$ cat src/rtl/kclc_pkg.sv
`timescale 1ns / 1ps
// ----------------------------------------------------------------------------
// kclc_pkg
// shared codes, reset values and the result word type of the code lock
// ----------------------------------------------------------------------------
package kclc_pkg;

    localparam int DEF_CODE_DIGITS = 5;
    localparam int ADDR_W          = 3;

    localparam logic [2:0] ATTEMPT_LIMIT_RST = 3'd3;
    localparam logic [4:0] LOCK_TIMEOUT_RST  = 5'd10;

    // register word index (paddr[2])
    localparam logic REG_ATTEMPT_LIMIT = 1'b0;

    localparam logic [1:0] CMD_KEY  = 2'd0;
    localparam logic [1:0] CMD_TICK = 2'd1;
    localparam logic [1:0] CMD_POT  = 2'd2;

    localparam logic [3:0] KEY_DIGIT_MAX = 4'd9;
    localparam logic [3:0] KEY_A         = 4'd10;
    localparam logic [3:0] KEY_B         = 4'd11;
    localparam logic [3:0] KEY_C         = 4'd12;
    localparam logic [3:0] KEY_D         = 4'd13;
    localparam logic [3:0] KEY_HASH      = 4'd15;

    localparam logic [3:0] EV_NONE         = 4'd0;
    localparam logic [3:0] EV_DIGIT        = 4'd1;
    localparam logic [3:0] EV_CANCEL       = 4'd2;
    localparam logic [3:0] EV_SAVED        = 4'd3;
    localparam logic [3:0] EV_MISMATCH     = 4'd4;
    localparam logic [3:0] EV_WRONG        = 4'd5;
    localparam logic [3:0] EV_EXCEEDED     = 4'd6;
    localparam logic [3:0] EV_UNLOCKED     = 4'd7;
    localparam logic [3:0] EV_LOCKED       = 4'd8;
    localparam logic [3:0] EV_TIMEOUT_SAVE = 4'd9;
    localparam logic [3:0] EV_ERASE_PROMPT = 4'd10;
    localparam logic [3:0] EV_ERASED       = 4'd11;
    localparam logic [3:0] EV_ERASE_CANCEL = 4'd12;

    localparam logic [3:0] MODE_SETUP      = 4'd0;
    localparam logic [3:0] MODE_SETUP_CONF = 4'd1;
    localparam logic [3:0] MODE_MENU       = 4'd2;
    localparam logic [3:0] MODE_OPEN       = 4'd3;
    localparam logic [3:0] MODE_OLD        = 4'd4;
    localparam logic [3:0] MODE_NEW        = 4'd5;
    localparam logic [3:0] MODE_NEW_CONF   = 4'd6;
    localparam logic [3:0] MODE_ADJUST     = 4'd7;
    localparam logic [3:0] MODE_TIME_CODE  = 4'd8;
    localparam logic [3:0] MODE_UNLOCKED   = 4'd9;
    localparam logic [3:0] MODE_ERASE      = 4'd10;

    typedef struct packed {
        logic [3:0] event_res;
        logic [3:0] mode_now;
        logic       door_open;
        logic       alarm_pulse;
        logic [4:0] shown_timeout;
        logic [4:0] seconds_left;
        logic [2:0] digits_entered;
    } result_t;

endpackage

$ cat src/rtl/kclc_fsm.sv
`timescale 1ns / 1ps
// ----------------------------------------------------------------------------
// kclc_fsm
// lock state and the one-pass next-state decode for one input word
// ----------------------------------------------------------------------------
module kclc_fsm #(
    parameter int CODE_DIGITS = kclc_pkg::DEF_CODE_DIGITS
) (
    input  logic              clk,
    input  logic              rst_n,
    input  logic              step,
    input  logic [1:0]        command,
    input  logic [3:0]        key_code,
    input  logic [11:0]       pot_sample,
    input  logic [2:0]        attempt_limit,
    output kclc_pkg::result_t res
);

    localparam int CW = $clog2(CODE_DIGITS + 1);
    localparam logic [CW-1:0] FULL_CNT = CW'(CODE_DIGITS);

    typedef enum logic [3:0] {
        M_SETUP      = kclc_pkg::MODE_SETUP,
        M_SETUP_CONF = kclc_pkg::MODE_SETUP_CONF,
        M_MENU       = kclc_pkg::MODE_MENU,
        M_OPEN       = kclc_pkg::MODE_OPEN,
        M_OLD        = kclc_pkg::MODE_OLD,
        M_NEW        = kclc_pkg::MODE_NEW,
        M_NEW_CONF   = kclc_pkg::MODE_NEW_CONF,
        M_ADJUST     = kclc_pkg::MODE_ADJUST,
        M_TIME_CODE  = kclc_pkg::MODE_TIME_CODE,
        M_UNLOCKED   = kclc_pkg::MODE_UNLOCKED,
        M_ERASE      = kclc_pkg::MODE_ERASE
    } mode_t;

    typedef logic [CODE_DIGITS-1:0][3:0] code_t;

    mode_t         mode_reg, mode_next;
    code_t         saved_reg, saved_next;
    logic          valid_reg, valid_next;
    code_t         entry_reg, entry_next;
    code_t         confirm_reg, confirm_next;
    logic [CW-1:0] count_reg, count_next;
    logic [2:0]    fails_reg, fails_next;
    logic [4:0]    timeout_reg, timeout_next;
    logic [4:0]    pending_reg, pending_next;
    logic [4:0]    cd_reg, cd_next;

    code_t         ent_w, conf_w;
    logic [CW-1:0] cnt_w;
    logic          use_conf, full, match_pair, match_saved;
    logic [2:0]    fails_inc;
    logic [4:0]    cd_dec;
    logic [3:0]    ev;
    logic          alarm;
    logic [4:0]    pot_secs;

    logic [16:0]   pot_x;
    logic [4:0]    pot_q0;
    logic [12:0]   pot_r;

    // 5 + pot*25/4095: floor by 4096 is off by at most one, fixed by one compare
    always_comb
    begin
        pot_x    = 17'(pot_sample) * 17'd25;
        pot_q0   = pot_x[16:12];
        pot_r    = 13'(pot_x[11:0]) + 13'(pot_q0);
        pot_secs = 5'd5 + pot_q0 + ((pot_r >= 13'd4095) ? 5'd1 : 5'd0);
    end

    // digit write into the active buffer
    always_comb
    begin
        use_conf = (mode_reg == M_SETUP_CONF) || (mode_reg == M_NEW_CONF);
        ent_w    = entry_reg;
        conf_w   = confirm_reg;
        cnt_w    = count_reg;
        if (count_reg < FULL_CNT)
        begin
            for (int i = 0; i < CODE_DIGITS; i++)
            begin
                if (count_reg == CW'(i))
                begin
                    if (use_conf)
                    begin
                        conf_w[i] = key_code;
                    end
                    else
                    begin
                        ent_w[i] = key_code;
                    end
                end
            end
            cnt_w = CW'(count_reg + 1'b1);
        end
        full        = (cnt_w >= FULL_CNT);
        match_pair  = (ent_w == conf_w);
        match_saved = valid_reg && (ent_w == saved_reg);
        fails_inc   = fails_reg + 3'd1;
        cd_dec      = (cd_reg != 5'd0) ? (cd_reg - 5'd1) : cd_reg;
    end

    always_comb
    begin
        mode_next    = mode_reg;
        saved_next   = saved_reg;
        valid_next   = valid_reg;
        entry_next   = entry_reg;
        confirm_next = confirm_reg;
        count_next   = count_reg;
        fails_next   = fails_reg;
        timeout_next = timeout_reg;
        pending_next = pending_reg;
        cd_next      = cd_reg;
        ev           = kclc_pkg::EV_NONE;
        alarm        = 1'b0;

        unique case (command)
            kclc_pkg::CMD_KEY:
            begin
                unique case (mode_reg)
                    M_MENU:
                    begin
                        if (key_code == kclc_pkg::KEY_A)
                        begin
                            entry_next   = '0;
                            confirm_next = '0;
                            count_next   = '0;
                            mode_next    = M_OPEN;
                        end
                        else if (key_code == kclc_pkg::KEY_B)
                        begin
                            entry_next   = '0;
                            confirm_next = '0;
                            count_next   = '0;
                            mode_next    = M_OLD;
                        end
                        else if (key_code == kclc_pkg::KEY_C)
                        begin
                            pending_next = timeout_reg;
                            mode_next    = M_ADJUST;
                        end
                        else if (key_code == kclc_pkg::KEY_D)
                        begin
                            mode_next = M_ERASE;
                            ev        = kclc_pkg::EV_ERASE_PROMPT;
                        end
                    end
                    M_ADJUST:
                    begin
                        if (key_code == kclc_pkg::KEY_D)
                        begin
                            entry_next   = '0;
                            confirm_next = '0;
                            count_next   = '0;
                            mode_next    = M_TIME_CODE;
                        end
                        else if (key_code == kclc_pkg::KEY_HASH)
                        begin
                            mode_next = M_MENU;
                            ev        = kclc_pkg::EV_CANCEL;
                        end
                    end
                    M_ERASE:
                    begin
                        if (key_code == kclc_pkg::KEY_HASH)
                        begin
                            mode_next    = M_SETUP;
                            saved_next   = '0;
                            valid_next   = 1'b0;
                            entry_next   = '0;
                            confirm_next = '0;
                            count_next   = '0;
                            fails_next   = '0;
                            timeout_next = kclc_pkg::LOCK_TIMEOUT_RST;
                            pending_next = kclc_pkg::LOCK_TIMEOUT_RST;
                            cd_next      = '0;
                            ev           = kclc_pkg::EV_ERASED;
                        end
                        else
                        begin
                            mode_next = M_MENU;
                            ev        = kclc_pkg::EV_ERASE_CANCEL;
                        end
                    end
                    M_UNLOCKED:
                    begin
                        ev = kclc_pkg::EV_NONE;
                    end
                    M_SETUP, M_SETUP_CONF, M_OPEN, M_OLD, M_NEW, M_NEW_CONF, M_TIME_CODE:
                    begin
                        if (key_code <= kclc_pkg::KEY_DIGIT_MAX)
                        begin
                            entry_next   = ent_w;
                            confirm_next = conf_w;
                            count_next   = cnt_w;
                            ev           = kclc_pkg::EV_DIGIT;
                            if (full)
                            begin
                                unique case (mode_reg)
                                    M_SETUP:
                                    begin
                                        count_next = '0;
                                        mode_next  = M_SETUP_CONF;
                                    end
                                    M_NEW:
                                    begin
                                        count_next = '0;
                                        mode_next  = M_NEW_CONF;
                                    end
                                    M_SETUP_CONF, M_NEW_CONF:
                                    begin
                                        entry_next   = '0;
                                        confirm_next = '0;
                                        count_next   = '0;
                                        if (match_pair)
                                        begin
                                            saved_next = ent_w;
                                            valid_next = valid_reg || (mode_reg == M_SETUP_CONF);
                                            mode_next  = M_MENU;
                                            ev         = kclc_pkg::EV_SAVED;
                                        end
                                        else
                                        begin
                                            mode_next = (mode_reg == M_SETUP_CONF) ? M_SETUP
                                                                                   : M_NEW;
                                            ev        = kclc_pkg::EV_MISMATCH;
                                        end
                                    end
                                    M_OPEN:
                                    begin
                                        entry_next   = '0;
                                        confirm_next = '0;
                                        count_next   = '0;
                                        if (match_saved)
                                        begin
                                            mode_next  = M_UNLOCKED;
                                            cd_next    = timeout_reg;
                                            fails_next = '0;
                                            ev         = kclc_pkg::EV_UNLOCKED;
                                        end
                                        else
                                        begin
                                            mode_next = M_MENU;
                                            if (fails_inc >= attempt_limit)
                                            begin
                                                fails_next = '0;
                                                alarm      = 1'b1;
                                                ev         = kclc_pkg::EV_EXCEEDED;
                                            end
                                            else
                                            begin
                                                fails_next = fails_inc;
                                                ev         = kclc_pkg::EV_WRONG;
                                            end
                                        end
                                    end
                                    M_OLD:
                                    begin
                                        entry_next   = '0;
                                        confirm_next = '0;
                                        count_next   = '0;
                                        mode_next    = match_saved ? M_NEW : M_MENU;
                                        ev           = match_saved ? kclc_pkg::EV_DIGIT
                                                                   : kclc_pkg::EV_WRONG;
                                    end
                                    default:
                                    begin
                                        // timeout code entry
                                        entry_next   = '0;
                                        confirm_next = '0;
                                        count_next   = '0;
                                        mode_next    = M_MENU;
                                        if (match_saved)
                                        begin
                                            timeout_next = pending_reg;
                                            ev           = kclc_pkg::EV_TIMEOUT_SAVE;
                                        end
                                        else
                                        begin
                                            ev = kclc_pkg::EV_WRONG;
                                        end
                                    end
                                endcase
                            end
                        end
                        else if (key_code == kclc_pkg::KEY_HASH)
                        begin
                            entry_next   = '0;
                            confirm_next = '0;
                            count_next   = '0;
                            mode_next    = ((mode_reg == M_SETUP) || (mode_reg == M_SETUP_CONF))
                                           ? M_SETUP : M_MENU;
                            ev           = kclc_pkg::EV_CANCEL;
                        end
                    end
                    default:
                    begin
                        ev = kclc_pkg::EV_NONE;
                    end
                endcase
            end
            kclc_pkg::CMD_TICK:
            begin
                if (mode_reg == M_UNLOCKED)
                begin
                    cd_next = cd_dec;
                    if (cd_dec == 5'd0)
                    begin
                        mode_next = M_MENU;
                        ev        = kclc_pkg::EV_LOCKED;
                    end
                end
            end
            kclc_pkg::CMD_POT:
            begin
                if (mode_reg == M_ADJUST)
                begin
                    pending_next = pot_secs;
                end
            end
            default:
            begin
                ev = kclc_pkg::EV_NONE;
            end
        endcase

        res.event_res      = ev;
        res.mode_now       = mode_next;
        res.door_open      = (mode_next == M_UNLOCKED);
        res.alarm_pulse    = alarm;
        res.shown_timeout  = pending_next;
        res.seconds_left   = cd_next;
        res.digits_entered = 3'(count_next);
    end

    always_ff @(posedge clk or negedge rst_n)
    begin
        if (!rst_n)
        begin
            mode_reg    <= M_SETUP;
            saved_reg   <= '0;
            valid_reg   <= 1'b0;
            entry_reg   <= '0;
            confirm_reg <= '0;
            count_reg   <= '0;
            fails_reg   <= '0;
            timeout_reg <= kclc_pkg::LOCK_TIMEOUT_RST;
            pending_reg <= kclc_pkg::LOCK_TIMEOUT_RST;
            cd_reg      <= '0;
        end
        else if (step)
        begin
            mode_reg    <= mode_next;
            saved_reg   <= saved_next;
            valid_reg   <= valid_next;
            entry_reg   <= entry_next;
            confirm_reg <= confirm_next;
            count_reg   <= count_next;
            fails_reg   <= fails_next;
            timeout_reg <= timeout_next;
            pending_reg <= pending_next;
            cd_reg      <= cd_next;
        end
    end

endmodule

$ cat src/rtl/keypad_code_lock_controller.sv
`timescale 1ns / 1ps
// ----------------------------------------------------------------------------
// keypad_code_lock_controller
// keypad code lock: setup, open, change code, auto-lock timeout and erase
// ----------------------------------------------------------------------------
// Takes one word (key press, one-second tick or potentiometer sample) per
// clock while the result is not stalled and gives exactly one result word for
// each. A word is captured in an input register; then the lock decode runs in
// one pass and the result lands in the output register while the lock state
// updates, so the rate is one word per cycle when res_stall is low. A stalled
// result holds the output register and backs up into the input register,
// which still takes one more word. attempt_limit is written over the APB port
// at byte address 0 and should be changed only while no word is in flight.
module keypad_code_lock_controller #(
    parameter int CODE_DIGITS = kclc_pkg::DEF_CODE_DIGITS
) (
    input  logic                        clk,
    input  logic                        rst_n,
    input  logic                        psel,
    input  logic                        penable,
    input  logic                        pwrite,
    input  logic [kclc_pkg::ADDR_W-1:0] paddr,
    input  logic [31:0]                 pwdata,
    output logic [31:0]                 prdata,
    output logic                        pready,
    input  logic                        item_valid,
    output logic                        item_stall,
    input  logic [1:0]                  command,
    input  logic [3:0]                  key_code,
    input  logic [11:0]                 pot_sample,
    output logic                        res_valid,
    input  logic                        res_stall,
    output logic [3:0]                  event_res,
    output logic [3:0]                  mode_now,
    output logic                        door_open,
    output logic                        alarm_pulse,
    output logic [4:0]                  shown_timeout,
    output logic [4:0]                  seconds_left,
    output logic [2:0]                  digits_entered
);

    logic [2:0]        limit_reg;
    logic              in_vld_reg;
    logic [1:0]        cmd_reg;
    logic [3:0]        key_reg;
    logic [11:0]       pot_reg;
    logic              out_vld_reg;
    kclc_pkg::result_t res_reg;
    kclc_pkg::result_t res_next;
    logic              advance;
    logic              take;

    assign pready = 1'b1;
    assign prdata = (paddr[2] == kclc_pkg::REG_ATTEMPT_LIMIT) ? {29'd0, limit_reg} : 32'd0;

    always_ff @(posedge clk or negedge rst_n)
    begin
        if (!rst_n)
        begin
            limit_reg <= kclc_pkg::ATTEMPT_LIMIT_RST;
        end
        else if (psel && penable && pwrite && pready
                 && (paddr[2] == kclc_pkg::REG_ATTEMPT_LIMIT))
        begin
            limit_reg <= pwdata[2:0];
        end
    end

    // decode runs when the output register is free or being emptied
    assign advance    = in_vld_reg && (!out_vld_reg || !res_stall);
    assign item_stall = in_vld_reg && !advance;
    assign take       = item_valid && !item_stall;

    always_ff @(posedge clk or negedge rst_n)
    begin
        if (!rst_n)
        begin
            in_vld_reg  <= 1'b0;
            out_vld_reg <= 1'b0;
        end
        else
        begin
            if (take)
            begin
                in_vld_reg <= 1'b1;
            end
            else if (advance)
            begin
                in_vld_reg <= 1'b0;
            end
            if (advance)
            begin
                out_vld_reg <= 1'b1;
            end
            else if (!res_stall)
            begin
                out_vld_reg <= 1'b0;
            end
        end
    end

    always_ff @(posedge clk)
    begin
        if (take)
        begin
            cmd_reg <= command;
            key_reg <= key_code;
            pot_reg <= pot_sample;
        end
        if (advance)
        begin
            res_reg <= res_next;
        end
    end

    kclc_fsm #(
        .CODE_DIGITS(CODE_DIGITS)
    ) u_fsm (
        .clk          (clk),
        .rst_n        (rst_n),
        .step         (advance),
        .command      (cmd_reg),
        .key_code     (key_reg),
        .pot_sample   (pot_reg),
        .attempt_limit(limit_reg),
        .res          (res_next)
    );

    assign res_valid      = out_vld_reg;
    assign event_res      = res_reg.event_res;
    assign mode_now       = res_reg.mode_now;
    assign door_open      = res_reg.door_open;
    assign alarm_pulse    = res_reg.alarm_pulse;
    assign shown_timeout  = res_reg.shown_timeout;
    assign seconds_left   = res_reg.seconds_left;
    assign digits_entered = res_reg.digits_entered;

endmodule

$ cat config.mk
export PLATFORM = sky130hd
export DESIGN_NAME = keypad_code_lock_controller
export DESIGN_NICKNAME = d
export VERILOG_FILES = /design/src/rtl/kclc_pkg.sv /design/src/rtl/kclc_fsm.sv /design/src/rtl/keypad_code_lock_controller.sv
export SDC_FILE = /design/constraint.sdc
export NUM_CORES = 1
export LEC_CHECK = 0
export BUFFER_PORTS_ARGS = -buffer_cell sky130_fd_sc_hd__clkbuf_2
export CORE_UTILIZATION = 35
export DETAILED_ROUTE_END_ITERATION = 8
export GPL_TIMING_DRIVEN = 0
export SYNTH_ARGS = -nofsm -noshare
export SYNTH_HDL_FRONTEND = slang
export SYNTH_HIERARCHICAL = 1
export SYNTH_SLANG_ARGS = --single-unit
$ cat constraint.sdc
create_clock -name clk -period 7.95 [get_ports clk]
set_input_delay 0.795 -clock clk [delete_from_list [all_inputs] [get_ports clk]]
set_output_delay 0.795 -clock clk [all_outputs]
set_load 0.01 [all_outputs]
### Yosys cells after proc, flatten, opt, wreduce, memory -nomap -nowiden

Cells that the tools add are included.

* order comparisons: 5
* equality and inequality tests: 35
* reductions and logical operators: 32
* multiplexer cells: 131
* $mul: 1
* add/sub/neg operators: 6
* bitwise logic cells: 6

Operators with widths (count)
* 20-bit 2-to-1 mux: 18
* 4-bit 2-to-1 mux: 44
* 20-bit case mux with 4 select lines: 2
* 5-bit 2-to-1 mux: 17
* 3-bit 2-to-1 mux: 20
* 5-bit case mux with 2 select lines: 5
* 4-bit case mux with 4 select lines: 3
* 20-bit equality test: 2
* 20-bit case mux with 2 select lines: 1
* 4-bit equality test, second input constant: 9
* 4-bit case mux with 5 select lines: 1
* 12-bit by 5-bit multiplier with 17-bit output, second input constant: 1
* 4-bit by 3-bit equality test with 1-bit output, second input constant: 4
* 2-bit by 1-bit != test with 1-bit output, second input constant: 8
* 4-bit case mux with 2 select lines: 2
* 8-bit AND reduction: 2
* 12-bit by 5-bit adder with 13-bit output: 1
* 13-bit by 12-bit >= comparator with 1-bit output, second input constant: 1
* 3-bit case mux with 4 select lines: 1
* 6-bit OR reduction: 2
* 1-bit 2-to-1 mux: 11
* 4-bit by 2-bit equality test with 1-bit output, second input constant: 2
* 2-bit 2-to-1 mux: 4
* 1-bit logical AND: 7
* 32 further kinds: 48

* bits in registers: 132
* word-level logic and storage cells: 251
* input port bits: 60

### Logic depth before layout (Yosys ltp)

* depth in word-level cells: 14
* depth in mapped cells: 29

### By module

Netlist, hierarchy kept.

Modules (own cells, without submodules)
* kclc_fsm: cells each 1087, times used 1, seq. area each 2157.1 um^2, area each 8541.9 um^2
* keypad_code_lock_controller: cells each 91, times used 1, seq. area each 1358.8 um^2, area each 1722.9 um^2

### Least setup slack after synthesis

OpenSTA, ideal clock, no wires.

* path type: register to register
* from: register pot_reg[2]
* to: register res_reg, in the netlist shown_timeout[4] (data pin)
* period minus slack after synthesis: 5.756 ns
* data arrival time: 5.502 ns
* stages on the path, launching flop included: 26
* required time: 7.696 ns
* slack: 2.194 ns
* cell sequence: edfxtp_1 -> ha_1 -> ha_1 -> fa_1 -> ha_1 -> nor2b_1 -> o31ai_1 -> nand2_1 -> a31oi_1 -> xnor2_1 -> ha_1 -> fa_1 -> and2_1 -> a221o_1 -> xnor2_1 -> nor2_1 -> o32a_1 -> a32oi_1 -> ha_1 -> inv_1 -> ha_1 -> o21ai_0 -> xnor2_1 -> a31oi_1 -> nor2_1 -> a21o_1

RTL lines
* start: declaration: line keypad_code_lock_controller.sv:46 `logic [11:0] pot_reg;`
* start signal: assignment: line keypad_code_lock_controller.sv:108 `pot_reg <= pot_sample;`
* end signal: assignment: line keypad_code_lock_controller.sv:112 `res_reg <= res_next;`
* end: declaration: line keypad_code_lock_controller.sv:48 `kclc_pkg::result_t res_reg;`

==> out/metrics.csv <==
metric,value,unit
postSynthAreaPerCell,8.71,µm²
initial_utilization,0.357,
min_path_type,in2async,
synthArstFlopShare,0.689,
die_w,173,µm
ant_nets,0,
final.period_utilization,0.819,
antenna_found_initial,0,
num_vias,9721,
dp_hpwl,24500,µm
arrival,6700,ps
ys_dominant_reg_cell,dfrtp_1,
post_cts_resized,0,
setup_viol,0,
grt_overflow,0,
synth_edf_count,41,
ys_seq_elements,132,
area_growth,14.3,%
nets,1407,
die-area,30000,µm²
grt_pass1_vias,9202,
diodes,0,
path_class,reg2reg,
syn_area,10300,µm²
power-per-cell-area,269,nW/µm²
syn_inst,1178,
worst_slew_pin_slew,1220,ps
drv_cap,0,
tns,0,ps
startpoint_type,flip-flop,
cts_hold_buf,0,
peakVddDrop,139,µV
portBuffers,56,
place.gp.congestion,0.960,
cts_buffers,17,
clock_path_buffers,2,
drt_iter0_drc,972,
r2r_slack,1440,ps
ioPinCount,118,
finalWirelength,33400,µm
hold_violations,0,
endpoint_kind,flip-flop,
synth_cell_type_count,89,
root_buffer,clkbuf_16,
rsz0062_at_grt,no,
clock_skew,12.2,ps
post_cts_buffers,0,
htree_levels,4,
routed_via_density,5.79,
wl_per_cell,19.9,µm
clock_sinks,132,
cts_tree,yes,
yosys_warnings,6,
max_freq,154,MHz
grt_max_degree,47,
slew_violations,0,
maxSlewHeadroom,0.178,
grt_usage,0.225,
min_period,6510,ps
ys_seq_area_frac,0.343,
worst_hold_slack,471,ps
p_leak,5.04,nW
path_max_fanout,6,
grt_pass1_wl,52700,µm
core-area,28800,µm²
crit_required,8140,ps
clock_latency,430,ps
fp.dieH,173,µm
drt-pass1-iter-count,6,
row_count,62,
clk_pin_slew,60,ps
status,completed,
drive_gt1_frac,0.134,
drc,0,
==> per-stage QoR <==
step           worst slack (ps)   util  std cells  area (µm²)  power, mW
2_1_floorplan              2190      -       1206       10400       1.94
3_3_place_gp               1110  0.387       1646       11100       2.35
3_5_place_dp               1470  0.388       1647       11200       2.36
4_1_cts                    1430  0.408       1679       11700       3.14
5_1_grt                    1030  0.408       1679       11700       3.35
6_report                   1440  0.408       1679       11700       3.16
==> metal layers <==
layer	GRT usage	vias up	wire [µm]
met4	0.106	0	1230
li1	-	4515	-
met1	0.314	4687	15100
met3	0.0327	86	2180
met5	0	-	0
met2	0.343	433	14900
==> synthesized netlist by cell type, drive strengths merged, types with 4 or more instances <==
library cell	n	share of area
a22o	28	0.024
ha	57	0.069
o21ai	88	0.043
a32o	20	0.020
or3	11	0.0067
inv	84	0.031
xnor2	41	0.035
nand2	87	0.032
a2111oi	6	0.0051
edfxtp	41	0.12
a221o	4	0.0039
a21oi	59	0.029
a211oi	8	0.0059
o22ai	8	0.0049
o21a	4	0.0029
dfstp	6	0.015
nor3	36	0.018
nand3	52	0.025
nand4	24	0.015
nor2	75	0.028
fa	8	0.016
and3	16	0.0098
nand2b	11	0.0067
nor4	18	0.012
mux2	8	0.010
o31ai	13	0.0095
xor2	17	0.015
a32oi	4	0.0034
a31oi	19	0.012
dfrtp	85	0.21
a221oi	8	0.0085
a311oi	5	0.0049
and2	7	0.0043
o221ai	5	0.0043
or2	6	0.0037
buf	51	0.033
a22oi	4	0.0029
o211ai	13	0.0095
nor2b	16	0.0098
clkbuf	48	0.018
a21o	13	0.0095
==> worst max-delay path: stages (launching register included) <==
cell and delay [ps]:
edfxtp_1 490, ha_1 350, ha_1 320, fa_1 460
ha_1 380, nor2b_1 170, o31ai_1 470, a221oi_1 210
nor3_1 260, xnor2_1 260, ha_1 340, and2_1 190
a221o_1 380, xnor2_1 180, nor2_1 50, o32a_1 320
a32oi_1 210, ha_1 170, inv_1 50, ha_1 190
o21ai_0 230, xnor2_1 130, a31oi_1 200, nor2_1 80
a21o_1 170
==> report_power, final <==
part | internal, mW | total, mW | switching, mW
registers | 0.808 | 0.901 | 0.0922
clock network | 0.430 | 0.766 | 0.336
logic | 0.541 | 1.49 | 0.951
total | 1.78 | 3.16 | 1.38
==> area by class of cell <==
cell class / instances / area (µm²)
multi-input cells: 888 / 6020
flip-flops and latches: 132 / 3520
inverters: 87 / 327
clock buffers: 20 / 468
fillers: 2941 / 17000
clock inverters: 12 / 93.8
repair buffers: 57 / 310
well taps: 384 / 480
plain buffers: 99 / 517
==> final timing paths <==
path,startpoint,to,cells past startpoint
setup / recovery,pot_reg[2],shown_timeout[4],24
hold / removal,rst_n,u_fsm/saved_reg[15],1
setup reg to reg,pot_reg[2],shown_timeout[4],24
hold reg to reg,in_vld_reg,res_valid,1
max in group asynchronous,rst_n,u_fsm/timeout_reg[3],2
min in group clk,in_vld_reg,res_valid,1
==> logic make-up after synthesis <==
kind of cell,synth area share
AO/OA/AOI/OAI,0.232
XOR/XNOR,0.0495
adder cells (fa/ha/maj),0.0861
buffers and inverters,0.0822
flip-flops,0.343
multiplexers,0.0132
other,0.000732
AND/OR/NAND/NOR,0.194
==> layout by cell type, fill, tap and decap left out, types with 11 or more instances in the layout <==
cell and count:
o21ai_0 87, nand2_1 86, dfrtp_1 85, inv_1 84
nor2_1 74, a21oi_1 57, ha_1 57, clkbuf_2 55
nand3_1 52, clkbuf_1 49, edfxtp_1 41, xnor2_1 41
nor3_1 35, buf_4 31, conb_1 30, a22o_1 28
nand4_1 24, a32o_1 20, a31oi_1 19, clkbuf_16 18
nor4_1 17, xor2_1 17, nor2b_1 16, and3_1 16
a21o_1 13, o211ai_1 13, o31ai_1 13, nand2b_1 11
buf_2 11, or3_1 11
No activity file was read; power rests on OpenSTA's default activity.
